## config.mk

```make
export PLATFORM = sky130hd
export DESIGN_NAME = vad_hysteresis_segmenter_core
export DESIGN_NICKNAME = d
export VERILOG_FILES = /design/src/sv/vhs_pkg.sv /design/src/sv/vhs_tracker.sv /design/src/sv/vad_hysteresis_segmenter_core.sv
export VERILOG_INCLUDE_DIRS = /design/src /design/src/sv
export SDC_FILE = /design/constraint.sdc
export NUM_CORES = 2
export LEC_CHECK = 0
export ABC_AREA = 1
export BUFFER_PORTS_ARGS = -buffer_cell sky130_fd_sc_hd__buf_2
export CORE_ASPECT_RATIO = 0.5
export CORE_MARGIN = 1.5
export CORE_UTILIZATION = 44
export DETAILED_ROUTE_END_ITERATION = 8
export PLACE_DENSITY = 0.74
export SETUP_SLACK_MARGIN = 0.15
export SYNTH_ARGS = -nofsm -noshare
export SYNTH_HDL_FRONTEND = slang
export SYNTH_SLANG_ARGS = --single-unit
```

## constraint.sdc

```tcl
create_clock -name i_clk -period 6.62 [get_ports i_clk]
set_input_delay 0.662 -clock i_clk [delete_from_list [all_inputs] [get_ports i_clk]]
set_output_delay 0.662 -clock i_clk [all_outputs]
set_load 0.1 [all_outputs]
```

## src/sv/vad_hysteresis_segmenter_core_assert.svh

```systemverilog
// Assertion macros shared by the segmenter RTL.
`ifndef VAD_HYSTERESIS_SEGMENTER_CORE_ASSERT_SVH
`define VAD_HYSTERESIS_SEGMENTER_CORE_ASSERT_SVH

// Check a property on every clock edge outside reset.
`define VHS_ASSERT(lbl, prop, msg) \
    lbl: assert property (@(posedge i_clk) disable iff (!i_rst_n) prop) else $error(msg);

// Check a property on every clock edge, reset included.
`define VHS_ASSERT_ALWAYS(lbl, prop, msg) \
    lbl: assert property (@(posedge i_clk) prop) else $error(msg);

`endif

```

## src/sv/vhs_pkg.sv

```systemverilog
`timescale 1ns / 1ps

package vhs_pkg;

    localparam int CHUNK_INDEX_BITS_DEF = 24;
    localparam int RUN_BITS             = 16;
    localparam int CFG_FIELD_BITS       = 16;
    localparam int TOTAL_BITS           = 24;
    localparam int SAMPLE_BITS          = 40;
    localparam int CFG_INDEX_BITS       = 3;
    localparam int CFG_DATA_BITS        = 24;

    localparam logic [RUN_BITS-1:0] RUN_MAX = {RUN_BITS{1'b1}};

    localparam logic [CFG_FIELD_BITS-1:0] MIN_SPEECH_RST    = 16'd2;
    localparam logic [CFG_FIELD_BITS-1:0] MIN_SILENCE_RST   = 16'd1;
    localparam logic [CFG_FIELD_BITS-1:0] PAD_RST           = 16'd0;
    localparam logic [CFG_FIELD_BITS-1:0] CHUNK_SAMPLES_RST = 16'd1600;
    localparam logic [TOTAL_BITS-1:0]     TOTAL_RST         = 24'hFFFFFF;

    typedef enum logic [CFG_INDEX_BITS-1:0] {
        CFG_MIN_SPEECH    = 3'd0,
        CFG_MIN_SILENCE   = 3'd1,
        CFG_PAD           = 3'd2,
        CFG_CHUNK_SAMPLES = 3'd3,
        CFG_TOTAL         = 3'd4
    } t_cfg_idx;

    typedef struct packed {
        logic [CFG_FIELD_BITS-1:0] min_speech;
        logic [CFG_FIELD_BITS-1:0] min_silence;
        logic [CFG_FIELD_BITS-1:0] pad;
        logic [CFG_FIELD_BITS-1:0] chunk_samples;
        logic [TOTAL_BITS-1:0]     total;
    } t_cfg;

endpackage

```

## src/sv/vhs_tracker.sv

```systemverilog
`timescale 1ns / 1ps

module vhs_tracker #(
    parameter int CHUNK_INDEX_BITS = vhs_pkg::CHUNK_INDEX_BITS_DEF
) (
    input  logic                              i_clk,
    input  logic                              i_rst_n,
    input  logic                              i_accept,
    input  logic                              i_is_speech,
    input  logic                              i_last_chunk,
    input  vhs_pkg::t_cfg                     i_cfg,
    output logic                              o_emit,
    output logic [CHUNK_INDEX_BITS-1:0]       o_start_chunk,
    output logic [vhs_pkg::TOTAL_BITS-1:0]    o_end_chunk
);

    localparam int SW = CHUNK_INDEX_BITS + vhs_pkg::CFG_FIELD_BITS + 1;

    logic                              r_spk, n_spk;
    logic [vhs_pkg::RUN_BITS-1:0]      r_run, n_run;
    logic [CHUNK_INDEX_BITS-1:0]       r_ost, n_ost;
    logic [CHUNK_INDEX_BITS-1:0]       r_lv,  n_lv;
    logic [CHUNK_INDEX_BITS-1:0]       r_idx, n_idx;

    logic                              a_spk;
    logic [vhs_pkg::RUN_BITS-1:0]      a_run;
    logic [CHUNK_INDEX_BITS-1:0]       a_ost;
    logic [CHUNK_INDEX_BITS-1:0]       a_lv;
    logic [vhs_pkg::RUN_BITS-1:0]      run_inc;
    logic                              close;
    logic [SW-1:0]                     end_sum;
    logic [SW-1:0]                     ost_ext;
    logic [SW-1:0]                     pad_ext;

    assign run_inc = (r_run == vhs_pkg::RUN_MAX) ? r_run : r_run + 1'b1;

    always_comb begin
        a_spk = r_spk;
        a_run = r_run;
        a_ost = r_ost;
        a_lv  = r_lv;
        close = 1'b0;
        if (!r_spk) begin
            if (i_is_speech) begin
                if (r_run == '0) begin
                    a_ost = r_idx;
                end
                a_run = run_inc;
                if (run_inc >= i_cfg.min_speech) begin
                    a_spk = 1'b1;
                    a_lv  = r_idx;
                end
            end else begin
                a_run = '0;
                a_ost = '0;
            end
        end else begin
            if (i_is_speech) begin
                a_lv  = r_idx;
                a_run = '0;
            end else begin
                a_run = run_inc;
                if (run_inc >= i_cfg.min_silence) begin
                    close = 1'b1;
                end
            end
        end
    end

    assign o_emit = close | (i_last_chunk & a_spk);

    assign ost_ext = SW'(a_ost);
    assign pad_ext = SW'(i_cfg.pad);
    assign end_sum = SW'(a_lv) + SW'(1) + pad_ext;

    always_comb begin
        if (ost_ext >= pad_ext) begin
            o_start_chunk = CHUNK_INDEX_BITS'(ost_ext - pad_ext);
        end else begin
            o_start_chunk = '0;
        end
        if (end_sum > SW'(i_cfg.total)) begin
            o_end_chunk = i_cfg.total;
        end else begin
            o_end_chunk = vhs_pkg::TOTAL_BITS'(end_sum);
        end
    end

    always_comb begin
        n_spk = a_spk;
        n_run = a_run;
        n_ost = a_ost;
        n_lv  = a_lv;
        n_idx = (r_idx == {CHUNK_INDEX_BITS{1'b1}}) ? r_idx : r_idx + 1'b1;
        if (close) begin
            n_spk = 1'b0;
            n_run = '0;
            n_ost = '0;
        end
        if (i_last_chunk) begin
            n_spk = 1'b0;
            n_run = '0;
            n_ost = '0;
            n_lv  = '0;
            n_idx = '0;
        end
    end

    always_ff @(posedge i_clk) begin
        if (!i_rst_n) begin
            r_spk <= 1'b0;
            r_run <= '0;
            r_ost <= '0;
            r_lv  <= '0;
            r_idx <= '0;
        end else if (i_accept) begin
            r_spk <= n_spk;
            r_run <= n_run;
            r_ost <= n_ost;
            r_lv  <= n_lv;
            r_idx <= n_idx;
        end
    end

endmodule

```

## src/sv/vad_hysteresis_segmenter_core.sv

```systemverilog
`timescale 1ns / 1ps

// Voice activity segmenter: takes one speech flag per chunk, one item per clock
// when both sides keep up, and returns a padded, clamped segment in sample
// units each time a segment closes on silence or is flushed by last_chunk. A
// result is registered after the run-counter and clamp logic and again after
// the chunk-to-sample multiply (chunk index times chunk_samples). Registers
// are written at any time through the config port, which is always ready, but
// must only change while no item is in flight. There is no clearing pass after
// reset.
module vad_hysteresis_segmenter_core #(
    parameter int CHUNK_INDEX_BITS = vhs_pkg::CHUNK_INDEX_BITS_DEF
) (
    input  logic                                i_clk,
    input  logic                                i_rst_n,
    input  logic                                i_in_valid,
    output logic                                o_in_stall,
    input  logic                                i_is_speech,
    input  logic                                i_last_chunk,
    output logic                                o_out_valid,
    input  logic                                i_out_stall,
    output logic [vhs_pkg::SAMPLE_BITS-1:0]     o_start_sample,
    output logic [vhs_pkg::SAMPLE_BITS-1:0]     o_end_sample,
    input  logic                                i_cfg_valid,
    output logic                                o_cfg_ready,
    input  logic [vhs_pkg::CFG_INDEX_BITS-1:0]  i_cfg_index,
    input  logic [vhs_pkg::CFG_DATA_BITS-1:0]   i_cfg_data
);

    `include "vad_hysteresis_segmenter_core_assert.svh"

    localparam int PW = CHUNK_INDEX_BITS + vhs_pkg::CFG_FIELD_BITS;
    localparam int EW = vhs_pkg::TOTAL_BITS + vhs_pkg::CFG_FIELD_BITS;

    vhs_pkg::t_cfg                      r_cfg;
    logic                               accept;
    logic                               s1_free;
    logic                               s2_free;
    logic                               emit;
    logic [CHUNK_INDEX_BITS-1:0]        start_chunk;
    logic [vhs_pkg::TOTAL_BITS-1:0]     end_chunk;

    logic                               r_s1_vld;
    logic [CHUNK_INDEX_BITS-1:0]        r_s1_start;
    logic [vhs_pkg::TOTAL_BITS-1:0]     r_s1_end;
    logic                               r_out_vld;
    logic [vhs_pkg::SAMPLE_BITS-1:0]    r_start;
    logic [vhs_pkg::SAMPLE_BITS-1:0]    r_end;
    logic [PW-1:0]                      start_prod;
    logic [EW-1:0]                      end_prod;

    assign o_cfg_ready = 1'b1;

    always_ff @(posedge i_clk) begin
        if (!i_rst_n) begin
            r_cfg.min_speech    <= vhs_pkg::MIN_SPEECH_RST;
            r_cfg.min_silence   <= vhs_pkg::MIN_SILENCE_RST;
            r_cfg.pad           <= vhs_pkg::PAD_RST;
            r_cfg.chunk_samples <= vhs_pkg::CHUNK_SAMPLES_RST;
            r_cfg.total         <= vhs_pkg::TOTAL_RST;
        end else if (i_cfg_valid && o_cfg_ready) begin
            case (vhs_pkg::t_cfg_idx'(i_cfg_index))
                vhs_pkg::CFG_MIN_SPEECH: begin
                    r_cfg.min_speech <= i_cfg_data[vhs_pkg::CFG_FIELD_BITS-1:0];
                end
                vhs_pkg::CFG_MIN_SILENCE: begin
                    r_cfg.min_silence <= i_cfg_data[vhs_pkg::CFG_FIELD_BITS-1:0];
                end
                vhs_pkg::CFG_PAD: begin
                    r_cfg.pad <= i_cfg_data[vhs_pkg::CFG_FIELD_BITS-1:0];
                end
                vhs_pkg::CFG_CHUNK_SAMPLES: begin
                    r_cfg.chunk_samples <= i_cfg_data[vhs_pkg::CFG_FIELD_BITS-1:0];
                end
                vhs_pkg::CFG_TOTAL: begin
                    r_cfg.total <= i_cfg_data[vhs_pkg::TOTAL_BITS-1:0];
                end
                default: begin
                end
            endcase
        end
    end

    assign s2_free    = !r_out_vld || !i_out_stall;
    assign s1_free    = !r_s1_vld || s2_free;
    assign o_in_stall = !s1_free;
    assign accept     = i_in_valid && s1_free;

    vhs_tracker #(
        .CHUNK_INDEX_BITS (CHUNK_INDEX_BITS)
    ) u_tracker (
        .i_clk         (i_clk),
        .i_rst_n       (i_rst_n),
        .i_accept      (accept),
        .i_is_speech   (i_is_speech),
        .i_last_chunk  (i_last_chunk),
        .i_cfg         (r_cfg),
        .o_emit        (emit),
        .o_start_chunk (start_chunk),
        .o_end_chunk   (end_chunk)
    );

    always_ff @(posedge i_clk) begin
        if (!i_rst_n) begin
            r_s1_vld <= 1'b0;
        end else if (s1_free) begin
            r_s1_vld <= accept && emit;
        end
    end

    always_ff @(posedge i_clk) begin
        if (s1_free && accept && emit) begin
            r_s1_start <= start_chunk;
            r_s1_end   <= end_chunk;
        end
    end

    assign start_prod = PW'(r_s1_start) * PW'(r_cfg.chunk_samples);
    assign end_prod   = EW'(r_s1_end) * EW'(r_cfg.chunk_samples);

    always_ff @(posedge i_clk) begin
        if (!i_rst_n) begin
            r_out_vld <= 1'b0;
        end else if (s2_free) begin
            r_out_vld <= r_s1_vld;
        end
    end

    always_ff @(posedge i_clk) begin
        if (s2_free && r_s1_vld) begin
            r_start <= vhs_pkg::SAMPLE_BITS'(start_prod);
            r_end   <= vhs_pkg::SAMPLE_BITS'(end_prod);
        end
    end

    assign o_out_valid    = r_out_vld;
    assign o_start_sample = r_start;
    assign o_end_sample   = r_end;

    `VHS_ASSERT(a_stall_only_when_full, o_in_stall |-> (r_s1_vld && r_out_vld && i_out_stall), "input stalled with a free stage")
    `VHS_ASSERT(a_s1_advances, (r_s1_vld && s2_free) |=> r_out_vld, "pending segment not moved to output")
    `VHS_ASSERT(a_emit_end_clamped, (accept && emit) |-> (end_chunk <= r_cfg.total), "segment end above total chunks")
    `VHS_ASSERT_ALWAYS(a_reset_clears_out, !i_rst_n |=> (!r_out_vld && !r_s1_vld), "pipeline valid after reset")

endmodule
```

==> flow_metrics.tcl <==
set metrics [dict create \
    die_h_um 217 \
    path_common_cell "nand2_2" \
    num_io_pins 117 \
    first_iter_violations 3360 \
    synth_top_area_cell "fa_1" \
    rsz0062_at_grt "yes" \
    period_share_pct 105 \
    synthesis.nets 6036 \
    nFillCells 8185 \
    fin_crit_ns 6.97 \
    start_kind "register" \
    gp_congestion 0.943 \
    netlist_area_sq_um 40300 \
    synthFlopType "dfxtp_1" \
    p_seq_share_pct 23.3 \
    setup_ws_ns -0.354 \
    ys_types 49 \
    rows 78 \
    worstPathRequired_ns 6.95 \
    synth_edf_count 128 \
    fmax_mhz 143 \
    antenna_found_initial 5 \
    reg2reg_from "u_tracker.r_run[0]" \
    dieArea_sq_um 93600 \
    synth.avg_cell_area_sq_um 7.95 \
    cts_buffers 35 \
    multi_input_area_sq_um 29000 \
    globalRouteOverflowTotal 0 \
    grt.total_usage_pct 24.6 \
    worst_pin_slew_ns 0.912 \
    synth_top_area_share_pct 30.5 \
    skew_ns 0.0328 \
    hp-start "i_cfg_data[16]" \
    port_buffers 115 \
    total_power_w 0.00958 \
    crit_fanout 8 \
    leakagePower_nw 24.0 \
    finalSetupViolCount 24 \
    cts_root_buffer "clkbuf_16" \
    synth_area_leaders "fa_1, nand2_1, inv_1" \
    critPathKind "reg -> reg" \
    dpl_cell_area_sq_um 43900 \
    register_area_sq_um 7460 \
    critPathCaptureType "register" \
    wirelength_um 116000 \
    yosysWarnings 0 \
    clk_pin_slew_worst_paths_ns 0.06 \
    cts.sinks 307 \
    powerDensity_nw_per_um2 200 \
    ys_seq_elements 307 \
    p_int_w 0.00566 \
    grt_pass1_wl_um 185000 \
    switching_share_pct 41.0 \
    critPathTopFamily "simple AND/OR/NAND/NOR gates" \
    syn2layout_area_growth_pct 19.0 \
    combPwrFrac_pct 53.8 \
    grt_start_max_net_pins 91 \
    clock_latency_ns 0.60 \
    path_buf_inv 9 \
    synthArstFlopShare_pct 0 \
    max_stage_delay_ns 0.36 \
    final_hold_viol_count 0 \
    timing.slew.headroom_pct 39.2 \
    cts_tree "yes" \
    num_vias 34900 \
    ctsHoldBuffers 0 \
    drv_slew 0 \
    drc_errors 0 \
    worst_ir_drop_vdd_v 0.000251 \
    max_cap_viol_count 0 \
    cp_slowest_cell "dfxtp_4" \
    clockPowerShare_pct 22.9 \
    viasPerCell 5.26 \
    syn_inst 5071 \
    critPathLaunch "u_tracker.r_run[0]" \
    design_area_sq_um 48000 \
    ant_nets 0 \
    dp_hpwl_um 88800 \
    hp-class "in -> reg" \
    crit_arrival_ns 7.31 \
    drt-wirelength-per-cell_um 17.5 \
    drive_gt1_share_pct 17.0 \
    clockBufferDepth 3 \
    drt_pass1_iterations 7 \
    ys_seq_area_share_pct 18.4 \
    status "finished, violations left" \
    final_nets 6363 \
    violations "negative setup slack" \
    initial_core_util_pct 44.4 \
    coreArea_sq_um 90800 \
    die_x_um 431 \
    htreeDepth 2 \
    p_switching_w 0.00393 \
    grt_pass1_vias 35400 \
]
timing repair:
action / 4_1_cts / 5_1_grt
gates cloned: 5 / 5
hold endpoints to repair: 0 / 0
pin swaps: 58 / 92
buffers inserted: 71 / 55
setup endpoints to repair: 41 / 47
resized for setup: 207 / 186
worst paths after layout:
path	to	slack, ns	cells after the start
hold reg to reg	u_tracker.r_ost[2]	0.47	2
setup / recovery	r_s1_end[23]	-0.35	51
hold / removal	r_cfg[16]	0.31	3
setup reg to reg	r_s1_end[23]	-0.35	51
Yosys cell counts (5+ instances only):
master and instances:
a211oi_1 5, a21boi_0 5, a21o_1 6, a21oi_1 285, a31oi_1 14, buf_1 12, buf_2 8, clkbuf_1 228
dfxtp_1 179, edfxtp_1 128, fa_1 614, ha_1 317, inv_1 1141, inv_2 6, nand2_1 1277, nand3_1 143
nand3_2 16, nand4_1 54, nor2_1 164, nor2_2 14, nor2_4 6, nor3_1 32, nor4_1 10, o211ai_1 51
o21a_1 11, o21ai_0 154, o21ai_1 21, o22ai_1 6, or2_2 5, xnor2_1 42, xor2_1 77
metal layers:
metal  global-route usage [%]  vias up  part of all wire (%)
met5                        0        -                     0
met4                     8.35        0                   3.5
met3                     3.78      262                   7.8
met2                     39.3     1362                    46
met1                     34.2    17200                    43
li1                         -    16000                     -
per-stage QoR:
stage	hold slack (ns)	worst slack (ns)	TNS, ns	std cells	util (%)
global route	0.318	-0.646	-14.86	6626	52.9
global placement	0.445	-0.166	-3.46	6425	48.3
CTS	0.285	-0.00934	-0.0444	6564	51.3
floorplan	0.435	0.195	0	5071	-
finish	0.310	-0.354	-7.83	6627	52.9
detailed placement	0.455	-0.408	-9.98	6425	48.3
registers in the layout, indices dropped and copies added (netlist names):
| name | flops |
|---|---|
| o_end_sample | 40 |
| u_tracker.r_ost | 24 |
| u_tracker.r_lv | 24 |
| u_tracker.r_spk | 1 |
| r_cfg | 88 |
| u_tracker.r_run | 16 |
| o_start_sample | 40 |
| r_s1_end | 24 |
| o_out_valid | 1 |
| u_tracker.r_idx | 24 |
| r_s1_start | 24 |
| r_s1_vld | 1 |
area by class of cell:
class / instances / share of cell area, %
Antenna cell: 3 / 0.0156
Clock buffer: 44 / 2.09
Clock inverter: 19 / 0.524
Inverter: 1149 / 8.99
Multi-Input combinational cell: 3360 / 60.5
Sequential cell: 307 / 15.5
Tap cell: 1200 / 3.13
Timing Repair Buffer: 545 / 9.22
cells by family (layout without fill, tap and decap cells):
| kind of cell | Yosys count | count (layout) | share of synthesized area, % |
|---|---|---|---|
| AOI/OAI and AO/OA | 571 | 571 | 7.73 |
| adders and majority gates | 931 | 931 | 40.3 |
| xor gates and xnor gates | 119 | 119 | 2.58 |
| other | 1 | 4 | 0.00930 |
| DFF | 307 | 307 | 18.4 |
| buffers and inverters | 1404 | 1757 | 13.2 |
| and+or+nand+nor | 1738 | 1738 | 17.8 |
cell usage in the layout, fill, tap and decap left out, types with 22 or more instances in the layout:
cell | netlist | routed
a21oi_1 | 285 | 256
a21oi_2 | 2 | 25
buf_12 | 0 | 25
buf_2 | 8 | 116
buf_4 | 4 | 367
clkbuf_16 | 0 | 43
dfxtp_1 | 179 | 168
edfxtp_1 | 128 | 128
fa_1 | 614 | 612
ha_1 | 317 | 289
ha_4 | 0 | 27
inv_1 | 1141 | 1127
nand2_1 | 1277 | 1198
nand2_2 | 4 | 63
nand2_4 | 2 | 22
nand3_1 | 143 | 123
nand3_2 | 16 | 26
nand4_1 | 54 | 54
nor2_1 | 164 | 144
nor2_2 | 14 | 23
nor3_1 | 32 | 22
o211ai_1 | 51 | 51
o21ai_0 | 154 | 137
xnor2_1 | 42 | 41
xor2_1 | 77 | 66
worst reg2reg max path: cells and delay by family, from the launching register on:
| kind | cells | cell delay (ns) |
|---|---|---|
| simple gates | 24 | 2.25 |
| flops | 1 | 0.36 |
| fa+ha+maj | 5 | 1.16 |
| compound gates | 11 | 1.58 |
| buf+inv | 9 | 0.95 |
| xor+xnor | 2 | 0.41 |
power by group through the flow:
stage                     combinational, W  clock (W)  sequential [W]
after floorplan                    0.00316          0         0.00229
after global placement             0.00439          0         0.00227
after detailed placement           0.00447          0         0.00227
after CTS                          0.00461    0.00223         0.00223
after global routing               0.00574    0.00231         0.00223
final                              0.00515    0.00220         0.00223
Note: power is estimated with default switching activity, not from simulation.
